**src/hdl/assert_macros.svh**
```systemverilog
// Assertion shorthands shared by the packer modules.
// Each macro expects clk and arst_n in the scope where it is used.
`ifndef ASSERT_MACROS_SVH
`define ASSERT_MACROS_SVH

// Property must hold at every clock edge outside reset.
`define NTBP_ASSERT(lbl, prop, msg) \
	lbl: assert property (@(posedge clk) disable iff (!arst_n) (prop)) else $error(msg);

// Condition must never be seen at a clock edge outside reset.
`define NTBP_NEVER(lbl, cond, msg) \
	lbl: assert property (@(posedge clk) disable iff (!arst_n) !(cond)) else $error(msg);

`endif

```
**src/hdl/ntbp_pkg.sv**
```systemverilog
// Shared types and constants of the nucleotide two-bit packer.
// No dependencies; used by the front, queue, back and top-level modules.
`timescale 1ns / 1ps

package ntbp_pkg;

	// default widths of the per-sequence position and the global base offset
	localparam int POSITION_BITS_DEF = 32;
	localparam int OFFSET_BITS_DEF   = 48;

	// global run record index width
	localparam int RUN_OFFSET_BITS = 40;

	// job queue between front and back
	localparam int Q_DEPTH    = 4;
	localparam int Q_PTR_BITS = $clog2(Q_DEPTH);

	// result parts of one job, in delivery order
	localparam int PART_RUN_A = 0;
	localparam int PART_RUN_B = 1;
	localparam int PART_BYTE  = 2;
	localparam int PART_SEQ   = 3;
	localparam int NUM_PARTS  = 4;

	typedef enum logic [1:0] {
		KIND_BYTE = 2'd0,
		KIND_RUN  = 2'd1,
		KIND_SEQ  = 2'd2
	} kind_t;

	typedef struct packed {
		logic [31:0] pos;
		logic [7:0]  chr;
		logic [31:0] len;
	} run_rec_t;

	// everything one base produces, already cut to the result field widths
	typedef struct packed {
		logic [NUM_PARTS-1:0]       parts;
		run_rec_t                   run_a;
		run_rec_t                   run_b;
		logic [7:0]                 byte_val;
		logic [47:0]                seq_base_pos;
		logic [31:0]                seq_bases;
		logic [RUN_OFFSET_BITS-1:0] first_run_idx;
		logic [31:0]                ambig_count;
	} job_t;

endpackage

```
**src/hdl/ntbp_front.sv**
```systemverilog
// Front end of the packer: accepts bases, tracks runs, bytes and offsets,
// and turns each base into at most one job for the queue. Depends on ntbp_pkg.
`timescale 1ns / 1ps

module ntbp_front #(
	parameter int POSITION_BITS = ntbp_pkg::POSITION_BITS_DEF,
	parameter int OFFSET_BITS   = ntbp_pkg::OFFSET_BITS_DEF
) (
	input  logic            clk,
	input  logic            arst_n,
	input  logic            base_valid,
	output logic            base_stall,
	input  logic [7:0]      base_char,
	input  logic [3:0]      base_code,
	input  logic            seq_end,
	input  logic            q_full,
	output logic            push,
	output ntbp_pkg::job_t  push_job
);
	import ntbp_pkg::*;

	localparam int PW1 = POSITION_BITS + 1;

	logic [POSITION_BITS-1:0]   base_index_q;
	logic [7:0]                 byte_acc_q;
	logic                       run_open_q;
	logic [3:0]                 run_code_q;
	logic [7:0]                 run_char_q;
	logic [POSITION_BITS-1:0]   run_start_q;
	logic [POSITION_BITS-1:0]   run_count_q;
	logic [31:0]                seq_run_total_q;
	logic [OFFSET_BITS-1:0]     base_offset_q;
	logic [RUN_OFFSET_BITS-1:0] run_offset_q;
	logic [RUN_OFFSET_BITS-1:0] seq_first_run_q;

	logic                       accept;
	logic                       amb;
	logic [1:0]                 phase;
	logic                       close_a;
	logic                       close_b;
	logic                       keep_run;
	logic [3:0]                 code_n;
	logic [7:0]                 char_n;
	logic [POSITION_BITS-1:0]   start_n;
	logic [POSITION_BITS-1:0]   count_n;
	logic [1:0]                 code2;
	logic [2:0]                 shamt;
	logic [7:0]                 acc_n;
	logic                       byte_out;
	logic [1:0]                 n_close;
	logic [RUN_OFFSET_BITS-1:0] run_offset_n;
	logic [31:0]                seq_run_total_n;
	logic [POSITION_BITS-1:0]   size_p;
	logic [POSITION_BITS:0]     size_up;
	logic [POSITION_BITS:0]     size_rnd;

	// stall only on a full queue
	assign base_stall = q_full;
	assign accept     = base_valid && !q_full;

	// classify the base against the open run
	assign amb      = (base_code > 4'd3);
	assign phase    = base_index_q[1:0];
	assign close_a  = run_open_q && (!amb || (base_code != run_code_q));
	assign keep_run = run_open_q && !close_a;
	assign close_b  = seq_end && amb;

	// extend the open run or open a new one
	always_comb begin
		code_n  = run_code_q;
		char_n  = run_char_q;
		start_n = run_start_q;
		count_n = run_count_q;
		if (keep_run) begin
			count_n = run_count_q + POSITION_BITS'(1);
		end else if (amb) begin
			code_n  = base_code;
			char_n  = base_char;
			start_n = base_index_q;
			count_n = POSITION_BITS'(1);
		end
	end

	// place the 2-bit code, first base in the high bits
	assign code2    = amb ? 2'b00 : base_code[1:0];
	assign shamt    = 3'd6 - {phase, 1'b0};
	assign acc_n    = byte_acc_q | (8'(code2) << shamt);
	assign byte_out = (phase == 2'd3) || seq_end;

	// count run records closed by this base
	assign n_close         = {1'b0, close_a} + {1'b0, close_b};
	assign run_offset_n    = run_offset_q + RUN_OFFSET_BITS'(n_close);
	assign seq_run_total_n = seq_run_total_q + 32'(n_close);

	// sequence size and its size rounded up to four bases
	assign size_p   = base_index_q + POSITION_BITS'(1);
	assign size_up  = {1'b0, size_p} + PW1'(3);
	assign size_rnd = {size_up[POSITION_BITS:2], 2'b00};

	// build the job
	always_comb begin
		push_job                  = '0;
		push_job.parts[PART_RUN_A] = close_a;
		push_job.parts[PART_RUN_B] = close_b;
		push_job.parts[PART_BYTE]  = byte_out;
		push_job.parts[PART_SEQ]   = seq_end;
		push_job.run_a.pos        = 32'(run_start_q);
		push_job.run_a.chr        = run_char_q;
		push_job.run_a.len        = 32'(run_count_q);
		push_job.run_b.pos        = 32'(start_n);
		push_job.run_b.chr        = char_n;
		push_job.run_b.len        = 32'(count_n);
		push_job.byte_val         = acc_n;
		push_job.seq_base_pos     = 48'(base_offset_q);
		push_job.seq_bases        = 32'(size_p);
		push_job.first_run_idx    = seq_first_run_q;
		push_job.ambig_count      = seq_run_total_n;
	end

	// drop jobs that produce no result
	assign push = accept && (push_job.parts != '0);

	// advance state on each accepted base
	always_ff @(posedge clk or negedge arst_n) begin
		if (!arst_n) begin
			base_index_q    <= '0;
			byte_acc_q      <= '0;
			run_open_q      <= 1'b0;
			run_code_q      <= '0;
			run_char_q      <= '0;
			run_start_q     <= '0;
			run_count_q     <= '0;
			seq_run_total_q <= '0;
			base_offset_q   <= '0;
			run_offset_q    <= '0;
			seq_first_run_q <= '0;
		end else if (accept) begin
			run_open_q   <= amb && !seq_end;
			run_code_q   <= code_n;
			run_char_q   <= char_n;
			run_start_q  <= start_n;
			run_count_q  <= count_n;
			run_offset_q <= run_offset_n;
			byte_acc_q   <= byte_out ? 8'h00 : acc_n;
			if (seq_end) begin
				base_index_q    <= '0;
				seq_run_total_q <= '0;
				seq_first_run_q <= run_offset_n;
				base_offset_q   <= base_offset_q + OFFSET_BITS'(size_rnd);
			end else begin
				base_index_q    <= size_p;
				seq_run_total_q <= seq_run_total_n;
			end
		end
	end

endmodule

```
**src/hdl/ntbp_queue.sv**
```systemverilog
// Short job queue between the packer front and back ends.
// Depends on ntbp_pkg and assert_macros.svh.
`timescale 1ns / 1ps
`include "assert_macros.svh"

module ntbp_queue (
	input  logic           clk,
	input  logic           arst_n,
	input  logic           push,
	input  ntbp_pkg::job_t push_job,
	output logic           full,
	output logic           head_valid,
	output ntbp_pkg::job_t head_job,
	input  logic           pop
);
	import ntbp_pkg::*;

	job_t                  mem_q [Q_DEPTH];
	logic [Q_PTR_BITS-1:0] wr_ptr_q;
	logic [Q_PTR_BITS-1:0] rd_ptr_q;
	logic [Q_PTR_BITS:0]   count_q;

	assign full       = (count_q == (Q_PTR_BITS + 1)'(Q_DEPTH));
	assign head_valid = (count_q != '0);
	assign head_job   = mem_q[rd_ptr_q];

	// hold job payloads
	always_ff @(posedge clk) begin
		if (push) begin
			mem_q[wr_ptr_q] <= push_job;
		end
	end

	// advance pointers and fill count
	always_ff @(posedge clk or negedge arst_n) begin
		if (!arst_n) begin
			wr_ptr_q <= '0;
			rd_ptr_q <= '0;
			count_q  <= '0;
		end else begin
			if (push) begin
				wr_ptr_q <= wr_ptr_q + Q_PTR_BITS'(1);
			end
			if (pop) begin
				rd_ptr_q <= rd_ptr_q + Q_PTR_BITS'(1);
			end
			if (push && !pop) begin
				count_q <= count_q + (Q_PTR_BITS + 1)'(1);
			end else if (pop && !push) begin
				count_q <= count_q - (Q_PTR_BITS + 1)'(1);
			end
		end
	end

	`NTBP_NEVER(a_no_overflow, push && full && !pop, "job pushed into a full queue")
	`NTBP_NEVER(a_no_underflow, pop && !head_valid, "job popped from an empty queue")

endmodule

```
**src/hdl/ntbp_back.sv**
```systemverilog
// Back end of the packer: expands each queued job into its result records
// and drives the registered result channel. Depends on ntbp_pkg and macros.
`timescale 1ns / 1ps
`include "assert_macros.svh"

module ntbp_back (
	input  logic           clk,
	input  logic           arst_n,
	input  logic           head_valid,
	input  ntbp_pkg::job_t head_job,
	output logic           pop,
	output logic           res_valid,
	input  logic           res_stall,
	output logic [1:0]     kind,
	output logic [7:0]     packed_byte,
	output logic [31:0]    run_position,
	output logic [7:0]     run_char,
	output logic [31:0]    run_length,
	output logic [47:0]    seq_base_pos,
	output logic [31:0]    seq_bases,
	output logic [39:0]    first_run_idx,
	output logic [31:0]    ambig_count,
	output logic           last
);
	import ntbp_pkg::*;

	logic [NUM_PARTS-1:0] sent_q;
	logic [NUM_PARTS-1:0] pending;
	logic [NUM_PARTS-1:0] sel;
	logic                 is_last;
	logic                 load;

	logic                 res_valid_q;
	kind_t                kind_q;
	logic [7:0]           packed_byte_q;
	logic [31:0]          run_position_q;
	logic [7:0]           run_char_q;
	logic [31:0]          run_length_q;
	logic [47:0]          seq_base_pos_q;
	logic [31:0]          seq_bases_q;
	logic [39:0]          first_run_idx_q;
	logic [31:0]          ambig_count_q;
	logic                 last_q;

	kind_t                kind_n;
	logic [7:0]           packed_byte_n;
	logic [31:0]          run_position_n;
	logic [7:0]           run_char_n;
	logic [31:0]          run_length_n;
	logic [47:0]          seq_base_pos_n;
	logic [31:0]          seq_bases_n;
	logic [39:0]          first_run_idx_n;
	logic [31:0]          ambig_count_n;

	// pick the earliest part of the head job not yet sent
	assign pending = head_job.parts & ~sent_q;
	assign sel     = pending & (~pending + NUM_PARTS'(1));
	assign is_last = ((pending & ~sel) == '0);
	assign load    = head_valid && (!res_valid_q || !res_stall);
	assign pop     = load && is_last;

	// format the selected part; fields of other kinds stay zero
	always_comb begin
		kind_n          = KIND_BYTE;
		packed_byte_n   = '0;
		run_position_n  = '0;
		run_char_n      = '0;
		run_length_n    = '0;
		seq_base_pos_n  = '0;
		seq_bases_n     = '0;
		first_run_idx_n = '0;
		ambig_count_n   = '0;
		if (sel[PART_RUN_A]) begin
			kind_n         = KIND_RUN;
			run_position_n = head_job.run_a.pos;
			run_char_n     = head_job.run_a.chr;
			run_length_n   = head_job.run_a.len;
		end else if (sel[PART_RUN_B]) begin
			kind_n         = KIND_RUN;
			run_position_n = head_job.run_b.pos;
			run_char_n     = head_job.run_b.chr;
			run_length_n   = head_job.run_b.len;
		end else if (sel[PART_BYTE]) begin
			kind_n        = KIND_BYTE;
			packed_byte_n = head_job.byte_val;
		end else begin
			kind_n          = KIND_SEQ;
			seq_base_pos_n  = head_job.seq_base_pos;
			seq_bases_n     = head_job.seq_bases;
			first_run_idx_n = head_job.first_run_idx;
			ambig_count_n   = head_job.ambig_count;
		end
	end

	// track sent parts and the result valid flag
	always_ff @(posedge clk or negedge arst_n) begin
		if (!arst_n) begin
			sent_q      <= '0;
			res_valid_q <= 1'b0;
		end else begin
			if (load) begin
				sent_q      <= is_last ? '0 : (sent_q | sel);
				res_valid_q <= 1'b1;
			end else if (!res_stall) begin
				res_valid_q <= 1'b0;
			end
		end
	end

	// hold the result payload until it is taken
	always_ff @(posedge clk) begin
		if (load) begin
			kind_q          <= kind_n;
			packed_byte_q   <= packed_byte_n;
			run_position_q  <= run_position_n;
			run_char_q      <= run_char_n;
			run_length_q    <= run_length_n;
			seq_base_pos_q  <= seq_base_pos_n;
			seq_bases_q     <= seq_bases_n;
			first_run_idx_q <= first_run_idx_n;
			ambig_count_q   <= ambig_count_n;
			last_q          <= is_last;
		end
	end

	assign res_valid     = res_valid_q;
	assign kind          = kind_q;
	assign packed_byte   = packed_byte_q;
	assign run_position  = run_position_q;
	assign run_char      = run_char_q;
	assign run_length    = run_length_q;
	assign seq_base_pos  = seq_base_pos_q;
	assign seq_bases     = seq_bases_q;
	assign first_run_idx = first_run_idx_q;
	assign ambig_count   = ambig_count_q;
	assign last          = last_q;

	`NTBP_NEVER(a_sent_without_job, (sent_q != '0) && !head_valid, "parts marked sent with no job")
	`NTBP_ASSERT(a_sent_subset, !head_valid || ((sent_q & ~head_job.parts) == '0), "sent mask outside job")
	`NTBP_ASSERT(a_job_has_work, !head_valid || (pending != '0), "queued job with nothing left to send")

endmodule

```
**src/hdl/nucleotide_two_bit_packer.sv**
```systemverilog
// Top level of the nucleotide two-bit packer: front end, job queue, back end.
// Depends on ntbp_pkg, ntbp_front, ntbp_queue and ntbp_back.
`timescale 1ns / 1ps

// One base is accepted per clock while the four-entry job queue has room; the
// front end finishes all state updates for a base in that cycle. The back end
// sends one result per clock from the queue through a registered output when
// the output is not stalled; a base yields 0 to 4 results (closed run records,
// the packed byte, the sequence record). Bases that yield nothing never enter
// the queue. Sustained input rate is one base per cycle as long as results
// average at most one per base and the output is not stalled; the output port
// sets the limit otherwise. A base's first result passes a queue entry, then
// the output register. The last flag marks the final result of each base.
module nucleotide_two_bit_packer #(
	parameter int POSITION_BITS = ntbp_pkg::POSITION_BITS_DEF,
	parameter int OFFSET_BITS   = ntbp_pkg::OFFSET_BITS_DEF
) (
	input  logic        clk,
	input  logic        arst_n,
	input  logic        base_valid,
	output logic        base_stall,
	input  logic [7:0]  base_char,
	input  logic [3:0]  base_code,
	input  logic        seq_end,
	output logic        res_valid,
	input  logic        res_stall,
	output logic [1:0]  kind,
	output logic [7:0]  packed_byte,
	output logic [31:0] run_position,
	output logic [7:0]  run_char,
	output logic [31:0] run_length,
	output logic [47:0] seq_base_pos,
	output logic [31:0] seq_bases,
	output logic [39:0] first_run_idx,
	output logic [31:0] ambig_count,
	output logic        last
);
	import ntbp_pkg::*;

	logic push;
	job_t push_job;
	logic q_full;
	logic head_valid;
	job_t head_job;
	logic pop;

	ntbp_front #(
		.POSITION_BITS(POSITION_BITS),
		.OFFSET_BITS  (OFFSET_BITS)
	) u_front (
		.clk       (clk),
		.arst_n    (arst_n),
		.base_valid(base_valid),
		.base_stall(base_stall),
		.base_char (base_char),
		.base_code (base_code),
		.seq_end   (seq_end),
		.q_full    (q_full),
		.push      (push),
		.push_job  (push_job)
	);

	ntbp_queue u_queue (
		.clk       (clk),
		.arst_n    (arst_n),
		.push      (push),
		.push_job  (push_job),
		.full      (q_full),
		.head_valid(head_valid),
		.head_job  (head_job),
		.pop       (pop)
	);

	ntbp_back u_back (
		.clk          (clk),
		.arst_n       (arst_n),
		.head_valid   (head_valid),
		.head_job     (head_job),
		.pop          (pop),
		.res_valid    (res_valid),
		.res_stall    (res_stall),
		.kind         (kind),
		.packed_byte  (packed_byte),
		.run_position (run_position),
		.run_char     (run_char),
		.run_length   (run_length),
		.seq_base_pos (seq_base_pos),
		.seq_bases    (seq_bases),
		.first_run_idx(first_run_idx),
		.ambig_count  (ambig_count),
		.last         (last)
	);

endmodule
```
**config.mk**
```make
export PLATFORM = sky130hd
export DESIGN_NAME = nucleotide_two_bit_packer
export DESIGN_NICKNAME = d
export VERILOG_FILES = /design/src/hdl/ntbp_pkg.sv /design/src/hdl/ntbp_front.sv /design/src/hdl/ntbp_queue.sv /design/src/hdl/ntbp_back.sv /design/src/hdl/nucleotide_two_bit_packer.sv
export VERILOG_INCLUDE_DIRS = /design/src /design/src/hdl
export SDC_FILE = /design/constraint.sdc
export NUM_CORES = 2
export LEC_CHECK = 0
export BUFFER_PORTS_ARGS = -buffer_cell sky130_fd_sc_hd__buf_2
export CAP_MARGIN = 30
export CORE_MARGIN = 10
export CORE_UTILIZATION = 50
export CTS_CLUSTER_DIAMETER = 50
export DETAILED_ROUTE_END_ITERATION = 6
export PLACE_DENSITY = 0.67
export SLEW_MARGIN = 15
export SYNTH_ARGS = -nofsm -noshare
export SYNTH_HDL_FRONTEND = slang
export SYNTH_HIERARCHICAL = 1
export SYNTH_SLANG_ARGS = --single-unit
```
**constraint.sdc**
```tcl
create_clock -name clk -period 10.45 [get_ports clk]
set_clock_uncertainty 0.1 [all_clocks]
set_input_delay 2.09 -clock clk [delete_from_list [all_inputs] [get_ports clk]]
set_output_delay 2.09 -clock clk [all_outputs]
set_load 0.005 [all_outputs]
```
# After elaboration in Yosys (flattened, before gate mapping)
# Memories as Yosys holds them, arrays and structs flattened.
# Cells that the tools add are included.
# word_totals
regBits,524
ram_bits,1232
output_inout_bits,237
wordCells,110
memories,1
# classes
n_addsub,13
order_cmp,1
n_eq_ne,4
n_shift,1
muxes,24
bitwise_logic,10
n_reduce_logical,30
# mem_list
memory,depth,word_bits,rd,rd_clocked_by_memory_dff,write_ports,line_no,source
u_queue.mem_q,4,308,1,0,1,ntbp_queue.sv:18,job_t mem_q [Q_DEPTH];
# op_table
operator,count
32-bit 2-to-1 mux,10
"32-bit by 1-bit adder with 32-bit output, second input constant",2
48-bit by 33-bit adder with 48-bit output,1
40-bit by 2-bit adder with 40-bit output,1
8-bit 2-to-1 mux,5
"32-bit by 2-bit adder with 33-bit output, second input constant",1
32-bit by 2-bit adder with 32-bit output,1
4-bit AND,3
4-bit inverter,3
1-bit logical AND,10
1-bit zero test,8
8-bit bitwise OR,1
2-bit by 3-bit << shifter with 8-bit output,1
3-bit 2-to-1 mux,2
3-bit OR reduction,2
"2-bit by 1-bit adder with 2-bit output, second input constant",2
"4-bit by 1-bit adder with 4-bit output, second input constant",1
"4-bit by 2-bit > comparator with 1-bit output, second input constant",1
4-bit zero test,1
1-bit 2-to-1 mux,4
2-bit 2-to-1 mux,2
4-bit 2-to-1 mux,1
4-bit != test,1
4-bit bitwise OR,1
other kinds (15),18

# Depth between registers and ports, before layout
# logic_depth
depth_word,12
ltp_mapped,20
ltp_nobuf,18

# Hierarchy
# The synthesis kept the hierarchy.
# by_module_without_submodules
mod,n_inst,cells_per_inst,area_per_inst_um2,seq_area_each_um2
ntbp_queue,1,1643,45067.0,37170.6
ntbp_front,1,1831,16747.3,6881.6
ntbp_back,1,539,9221.3,7181.9

# Worst setup path before layout
# OpenSTA, ideal clock, no wires.
# synth_timing
kind,input -> register
from,input base_code[2]
to,"memory u_queue/mem_q[3][0] (netlist name), enable pin"
arrival_ns,10.274
required_ns,9.641
setup_slack_ns,-0.633
path_stages,7
path_cell_list,or2_2 -> clkbuf_1 -> clkbuf_1 -> nand2_1 -> ha_1 -> a21oi_1 -> and2_1
# synth_via
elab_chain_cells,8
# synth_lines
item,line_no,source
from (decl),nucleotide_two_bit_packer.sv:23,"input logic [3:0] base_code,"
4-bit by 2-bit > comparator with 1-bit output,ntbp_front.sv:62,assign amb = (base_code > 4'd3);
1-bit zero test,ntbp_front.sv:64,assign close_a = run_open_q && (!amb || (base_code != run_code_q));
1-bit logical OR,ntbp_front.sv:64,
1-bit logical AND,ntbp_front.sv:64,
4-bit nonzero test (*),ntbp_front.sv:121,assign push = accept && (push_job.parts != '0);
1-bit logical AND (*),ntbp_front.sv:121,
named net push,nucleotide_two_bit_packer.sv:40,logic push;
1-bit 2-to-1 mux (*),ntbp_queue.sv:29,if (push) begin
1-bit 2-to-1 mux (not written as such) (*),ntbp_queue.sv:30,mem_q[wr_ptr_q] <= push_job;
to (decl),ntbp_queue.sv:18,
# Mark *: on every way through the listed nets, which the timed path passes. The rest lies on a longest branch.

# Worst setup path in the final report
# layout_timing
from,register u_front.base_index_q[0]
to,register u_front.base_offset_q[47]
# layout_via
elab_chain_cells,3
# layout_lines
item,line_no,source
from (decl),ntbp_front.sv:24,logic [POSITION_BITS-1:0] base_index_q;
from (signal assigned),ntbp_front.sv:151,base_index_q <= size_p;
32-bit by 1-bit adder with 32-bit output,ntbp_front.sv:96,assign size_p = base_index_q + POSITION_BITS'(1);
32-bit by 2-bit adder with 33-bit output,ntbp_front.sv:97,"assign size_up = {1'b0, size_p} + PW1'(3);"
48-bit by 33-bit adder with 48-bit output,ntbp_front.sv:149,base_offset_q <= base_offset_q + OFFSET_BITS'(size_rnd);
to (signal assigned),ntbp_front.sv:149,
to (decl),ntbp_front.sv:32,logic [OFFSET_BITS-1:0] base_offset_q;
# Every way passes these cells.
# A chain may end at the register's enable or synchronous reset.

==> impl_results.html <==
<table>
<tr><th>Metric</th><th>Value</th></tr>
<tr><th colspan="2">Detailed routing</th></tr>
<tr><td>Wirelength, routed</td><td>150000 um</td></tr>
<tr><td>Detailed router's first-iteration violation count</td><td>2982</td></tr>
<tr><td>Number of remaining DRC errors</td><td>0</td></tr>
<tr><td>Total via count in the routed design</td><td>36200</td></tr>
<tr><td>Detailed-routing iteration count for the pre-antenna-repair pass</td><td>5</td></tr>
<tr><td>Wire per inst</td><td>23.6 um</td></tr>
<tr><td>Remaining antenna violation count</td><td>0</td></tr>
<tr><td>Average via count per standard cell</td><td>5.72</td></tr>
<tr><th colspan="2">Finish</th></tr>
<tr><td>Post-Layout Cell Count</td><td>6336</td></tr>
<tr><td>Area growth syn-to-layout</td><td>13.1%</td></tr>
<tr><td>Layout cell share with drive strength beyond 1</td><td>23.6%</td></tr>
<tr><td>Final design utilization</td><td>56.8%</td></tr>
<tr><td>Total number of nets in the final design</td><td>4352</td></tr>
<tr><th colspan="2">Status</th></tr>
<tr><td>Outcome</td><td>finished, final reports clean</td></tr>
<tr><th colspan="2">Die</th></tr>
<tr><td>Core box area</td><td>141000 um2</td></tr>
<tr><td>Height of the die</td><td>397 um</td></tr>
<tr><td>Die area</td><td>158000 um2</td></tr>
<tr><td>Initial core utilization</td><td>50.2%</td></tr>
<tr><td>Top-level I/O count</td><td>254</td></tr>
<tr><td>Std-Cell Rows</td><td>138</td></tr>
<tr><td>Overall die width</td><td>397 um</td></tr>
<tr><th colspan="2">Global route</th></tr>
<tr><td>Global router's overall resource usage</td><td>19.0%</td></tr>
<tr><td>Largest net degree at the start of global routing</td><td>160</td></tr>
<tr><td>Number of global-route vias before repair</td><td>37400</td></tr>
<tr><td>Global-route wire length before repair</td><td>231000 um</td></tr>
<tr><td>Number of antenna violations at the first check in global routing</td><td>9</td></tr>
<tr><td>Leftover overflow at the end of global routing</td><td>0</td></tr>
<tr><th colspan="2">Run</th></tr>
<tr><td>Max-cap violation count</td><td>0</td></tr>
<tr><th colspan="2">Yosys</th></tr>
<tr><td>Post-synth EDFFs</td><td>1467</td></tr>
<tr><td>Post-synthesis instance area</td><td>71000 um2</td></tr>
<tr><td>Synthesized-area fraction occupied by and/or/nand/nor cells</td><td>5.87%</td></tr>
<tr><td>Dominant combinational cell family by area after synthesis</td><td>multiplexers</td></tr>
<tr><td>Register bit count reported by yosys</td><td>1754</td></tr>
<tr><td>Fraction of post-synthesis cell area in the top cell type by area</td><td>62.0%</td></tr>
<tr><td>Unique cell type count in the Yosys netlist</td><td>73</td></tr>
<tr><td>Most frequently used flop master after synthesis</td><td>sky130_fd_sc_hd__edfxtp_1</td></tr>
<tr><td>Cell types with the largest area share after synthesis</td><td>sky130_fd_sc_hd__edfxtp_1 62%, sky130_fd_sc_hd__dfrtp_1 10%, sky130_fd_sc_hd__mux4_2 9.8%</td></tr>
<tr><td>Share of synthesized area spent on multiplexers</td><td>11.5%</td></tr>
<tr><td>Synthesized instance count</td><td>4013</td></tr>
<tr><td>Total of warnings raised by yosys</td><td>6</td></tr>
<tr><td>Leading cell types by count after synthesis</td><td>1467 x sky130_fd_sc_hd__edfxtp_1, 308 x sky130_fd_sc_hd__mux4_2, 287 x sky130_fd_sc_hd__dfrtp_1, 260 x sky130_fd_sc_hd__nand2_1, 203 x sky130_fd_sc_hd__o21ai_0</td></tr>
<tr><td>Mean cell area of the mapped netlist</td><td>17.7 um2</td></tr>
<tr><td>Most instantiated library cell after synthesis</td><td>sky130_fd_sc_hd__edfxtp_1</td></tr>
<tr><td>Post-synthesis compound-gate area fraction</td><td>4.58%</td></tr>
<tr><td>Share of synthesized area occupied by flip-flops and latches</td><td>72.1%</td></tr>
<tr><td>Cell type with the highest aggregate area in the netlist</td><td>sky130_fd_sc_hd__edfxtp_1</td></tr>
<tr><td>Fraction of synthesized cell area in xor and xnor cells</td><td>2.64%</td></tr>
<tr><td>Adder and majority gate portion of the synthesized area</td><td>0.969%</td></tr>
<tr><td>Share of synthesized flip-flops with an asynchronous set or reset</td><td>16.4%</td></tr>
<tr><th colspan="2">Worst setup path</th></tr>
<tr><td>Arrival time worst endpoint</td><td>7.06 ns</td></tr>
<tr><td>Crit path launch type</td><td>flip-flop</td></tr>
<tr><td>Register-to-register setup slack</td><td>4.02 ns</td></tr>
<tr><td>Largest fanout of any net on the critical path</td><td>17</td></tr>
<tr><td>CP endpoint</td><td>u_front/base_offset_q[47]</td></tr>
<tr><td>Count of cells along the worst register-to-register path</td><td>18</td></tr>
<tr><td>Type of the worst setup path</td><td>flip-flop to flip-flop</td></tr>
<tr><td>CP Capture Type</td><td>flip-flop</td></tr>
<tr><td>Required time at the worst-slack endpoint</td><td>11.07 ns</td></tr>
<tr><td>Crit path launch</td><td>u_front/base_index_q[0]</td></tr>
<tr><td>Crit Reg-Reg Endpoint</td><td>u_front/base_offset_q[47]</td></tr>
<tr><td>Startpoint of the lowest-slack register-to-register path</td><td>u_front/base_index_q[0]</td></tr>
<tr><th colspan="2">STA</th></tr>
<tr><td>Unrepaired setup endpoints after global routing</td><td>false</td></tr>
<tr><td>Final min period</td><td>6.43 ns</td></tr>
<tr><td>Actual transition at the worst max-transition pin</td><td>1.29 ns</td></tr>
<tr><td>Final setup violation count</td><td>0</td></tr>
<tr><td>Number of endpoints with negative hold slack in the final report</td><td>0</td></tr>
<tr><td>Max Freq</td><td>155 MHz</td></tr>
<tr><td>Final max-slew violation count</td><td>0</td></tr>
<tr><td>Fraction of the cycle the final worst path needs</td><td>61.6%</td></tr>
<tr><td>Setup slack after layout</td><td>4.02 ns</td></tr>
<tr><td>Worst slew margin</td><td>14.1%</td></tr>
<tr><td>Total negative slack for setup checks</td><td>0 ns</td></tr>
<tr><th colspan="2">Clock network</th></tr>
<tr><td>Root Buffer Master</td><td>sky130_fd_sc_hd__clkbuf_16</td></tr>
<tr><td>Number of instances resized during post-cts repair</td><td>0</td></tr>
<tr><td>Setup Fix Bufs, Post-CTS</td><td>0</td></tr>
<tr><td>Clock transition time at the flip-flop clock pins of the worst setup and hold paths</td><td>0.06 ns</td></tr>
<tr><td>CTS tree</td><td>built</td></tr>
<tr><td>Post-cts hold buffer count</td><td>0</td></tr>
<tr><td>Clock buffers created by TritonCTS</td><td>185</td></tr>
<tr><td>Depth of the CTS H-tree</td><td>4</td></tr>
<tr><td>Worst-case clock buffer depth</td><td>3</td></tr>
<tr><td>Clk sinks</td><td>1754</td></tr>
<tr><td>Worst-Skew Late Latency</td><td>0.82 ns</td></tr>
<tr><th colspan="2">Pwr</th></tr>
<tr><td>Int Power</td><td>15200 uW</td></tr>
<tr><td>Portion of total power attributed to combinational logic</td><td>23.2%</td></tr>
<tr><td>Overall power</td><td>21300 uW</td></tr>
<tr><td>Switch Pwr</td><td>6100 uW</td></tr>
<tr><td>Switching part of the total</td><td>28.7%</td></tr>
<tr><td>Power density of the placed cells</td><td>265 nW/um2</td></tr>
<tr><td>LEAKAGE</td><td>0.0300 uW</td></tr>
<tr><td>Clk pwr share</td><td>31.2%</td></tr>
<tr><td>Largest vdd supply drop</td><td>0.210 mV</td></tr>
<tr><td>Sequential fraction of design power</td><td>45.6%</td></tr>
<tr><th colspan="2">Placement</th></tr>
<tr><td>DP Worst Slack</td><td>4.04 ns</td></tr>
<tr><td>Number of buffer cells added on primary ports</td><td>253</td></tr>
<tr><td>Total instance count after detailed placement</td><td>5979</td></tr>
<tr><td>RePlAce Congestion</td><td>0.859</td></tr>
<tr><td>HPWL reported at the end of detailed placement</td><td>85900 um</td></tr>
<tr><th colspan="2">Min path</th></tr>
<tr><td>Type of the most critical hold path</td><td>flip-flop to flip-flop</td></tr>
</table>
[routing by layer]
| layer | part of all wire (%) | global-route usage (%) | wire length [um] | vias up |
|---|---|---|---|---|
| met4 | 2.7 | 6.08 | 4020 | 0 |
| met2 | 49 | 31.4 | 74100 | 968 |
| met5 | 0 | 0 | 0 | - |
| li1 | - | - | - | 16200 |
| met1 | 43 | 25.7 | 63800 | 18800 |
| met3 | 5.3 | 3.26 | 7890 | 221 |
[placed cells by master, fill, tap and decap left out, drive strengths merged, types with 8 or more instances in the layout]
cell / n
clkinv: 51
a21oi: 52
o21ai: 203
ha: 47
bufinv: 18
nor2b: 11
nand2b: 12
mux4: 308
or3: 8
o211ai: 9
and4: 18
clkbuf: 254
nor2: 88
clkinvlp: 8
nand4: 35
inv: 69
and3: 42
a22o: 88
xnor2: 115
nor4: 9
o31ai: 41
a31oi: 20
and2: 188
xor2: 99
buf: 306
edfxtp: 1467
o21a: 9
nor3: 29
dfrtp: 287
nand2: 261
nand3: 76
mux2: 109
a21o: 30
[power groups by stage]
stage	registers, uW	logic [uW]	clock network, uW
2_1_floorplan	9860	3380	0
3_3_place_gp	9820	4930	0
3_5_place_dp	9870	4990	0
4_1_cts	9740	5010	6790
5_1_grt	9840	5350	7070
6_report	9710	4930	6630
[cell type report]
| type | count | area (um2) |
|---|---|---|
| inverter | 52 | 203 |
| multi-input combinational | 1985 | 18300 |
| fill | 10700 | 61100 |
| antenna | 1 | 2.50 |
| timing repair buffer | 306 | 1970 |
| sequential | 1754 | 51200 |
| tap | 1890 | 2360 |
| clock buffer | 254 | 5140 |
| clock inverter | 94 | 1130 |
[worst max-delay path, stage by stage, from the launching register on]
cell	delay (ns)
sky130_fd_sc_hd__dfrtp_1	0.79
sky130_fd_sc_hd__ha_1	0.48
sky130_fd_sc_hd__nand4_1	0.31
sky130_fd_sc_hd__nor4_2	0.55
sky130_fd_sc_hd__nand2_1	0.18
sky130_fd_sc_hd__o31ai_1	0.63
sky130_fd_sc_hd__nand4_1	0.42
sky130_fd_sc_hd__nor2_1	0.22
sky130_fd_sc_hd__xor2_1	0.18
sky130_fd_sc_hd__ha_1	0.33
sky130_fd_sc_hd__a21o_1	0.21
sky130_fd_sc_hd__a21o_1	0.19
sky130_fd_sc_hd__a2111oi_0	0.54
sky130_fd_sc_hd__inv_1	0.09
sky130_fd_sc_hd__o31ai_1	0.46
sky130_fd_sc_hd__o31ai_1	0.11
sky130_fd_sc_hd__buf_2	0.18
sky130_fd_sc_hd__o2111ai_1	0.21
sky130_fd_sc_hd__xnor2_1	0.14
[worst min path at each step]
stage                               startpoint                          to  slack (ns)  cells past startpoint
detailed placement          u_queue/count_q[2]          u_queue/count_q[2]        0.37                      1
global route                u_queue/count_q[2]          u_queue/count_q[2]        0.40                      1
global placement    u_front/seq_run_total_q[0]  u_front/seq_run_total_q[0]        0.36                      2
floorplan           u_front/seq_run_total_q[0]  u_front/seq_run_total_q[0]        0.35                      2
CTS                         u_queue/count_q[2]          u_queue/count_q[2]        0.38                      1
finish                      u_queue/count_q[2]          u_queue/count_q[2]        0.38                      1
[flip-flops by register name (all words and copies together) (netlist names), 8 cells and up]
signal / count
u_back/ambig_count: 32
u_back/first_run_idx: 40
u_back/packed_byte: 8
u_back/run_char: 8
u_back/run_length: 32
u_back/run_position: 32
u_back/seq_base_pos: 48
u_back/seq_bases: 32
u_front/base_index_q: 32
u_front/base_offset_q: 46
u_front/byte_acc_q: 8
u_front/run_char_q: 8
u_front/run_count_q: 32
u_front/run_offset_q: 40
u_front/run_start_q: 32
u_front/seq_first_run_q: 40
u_front/seq_run_total_q: 32
u_queue/mem_q: 1232
[cell families after synthesis]
logic type,Yosys count
AOI/OAI and AO/OA,498
xor gates and xnor gates,214
adders and majority gates,53
buffers and inverters,275
DFF,1754
muxes,421
other,1
and+or+nand+nor,797
[metrics by stage]
stage	area, um2	hold WS, ns
5_1_grt	80300	0.399
3_5_place_dp	73800	0.367
6_report	80300	0.376
2_1_floorplan	71000	0.345
3_3_place_gp	73700	0.364
4_1_cts	80100	0.377
No activity file was read; power rests on OpenSTA's default activity.
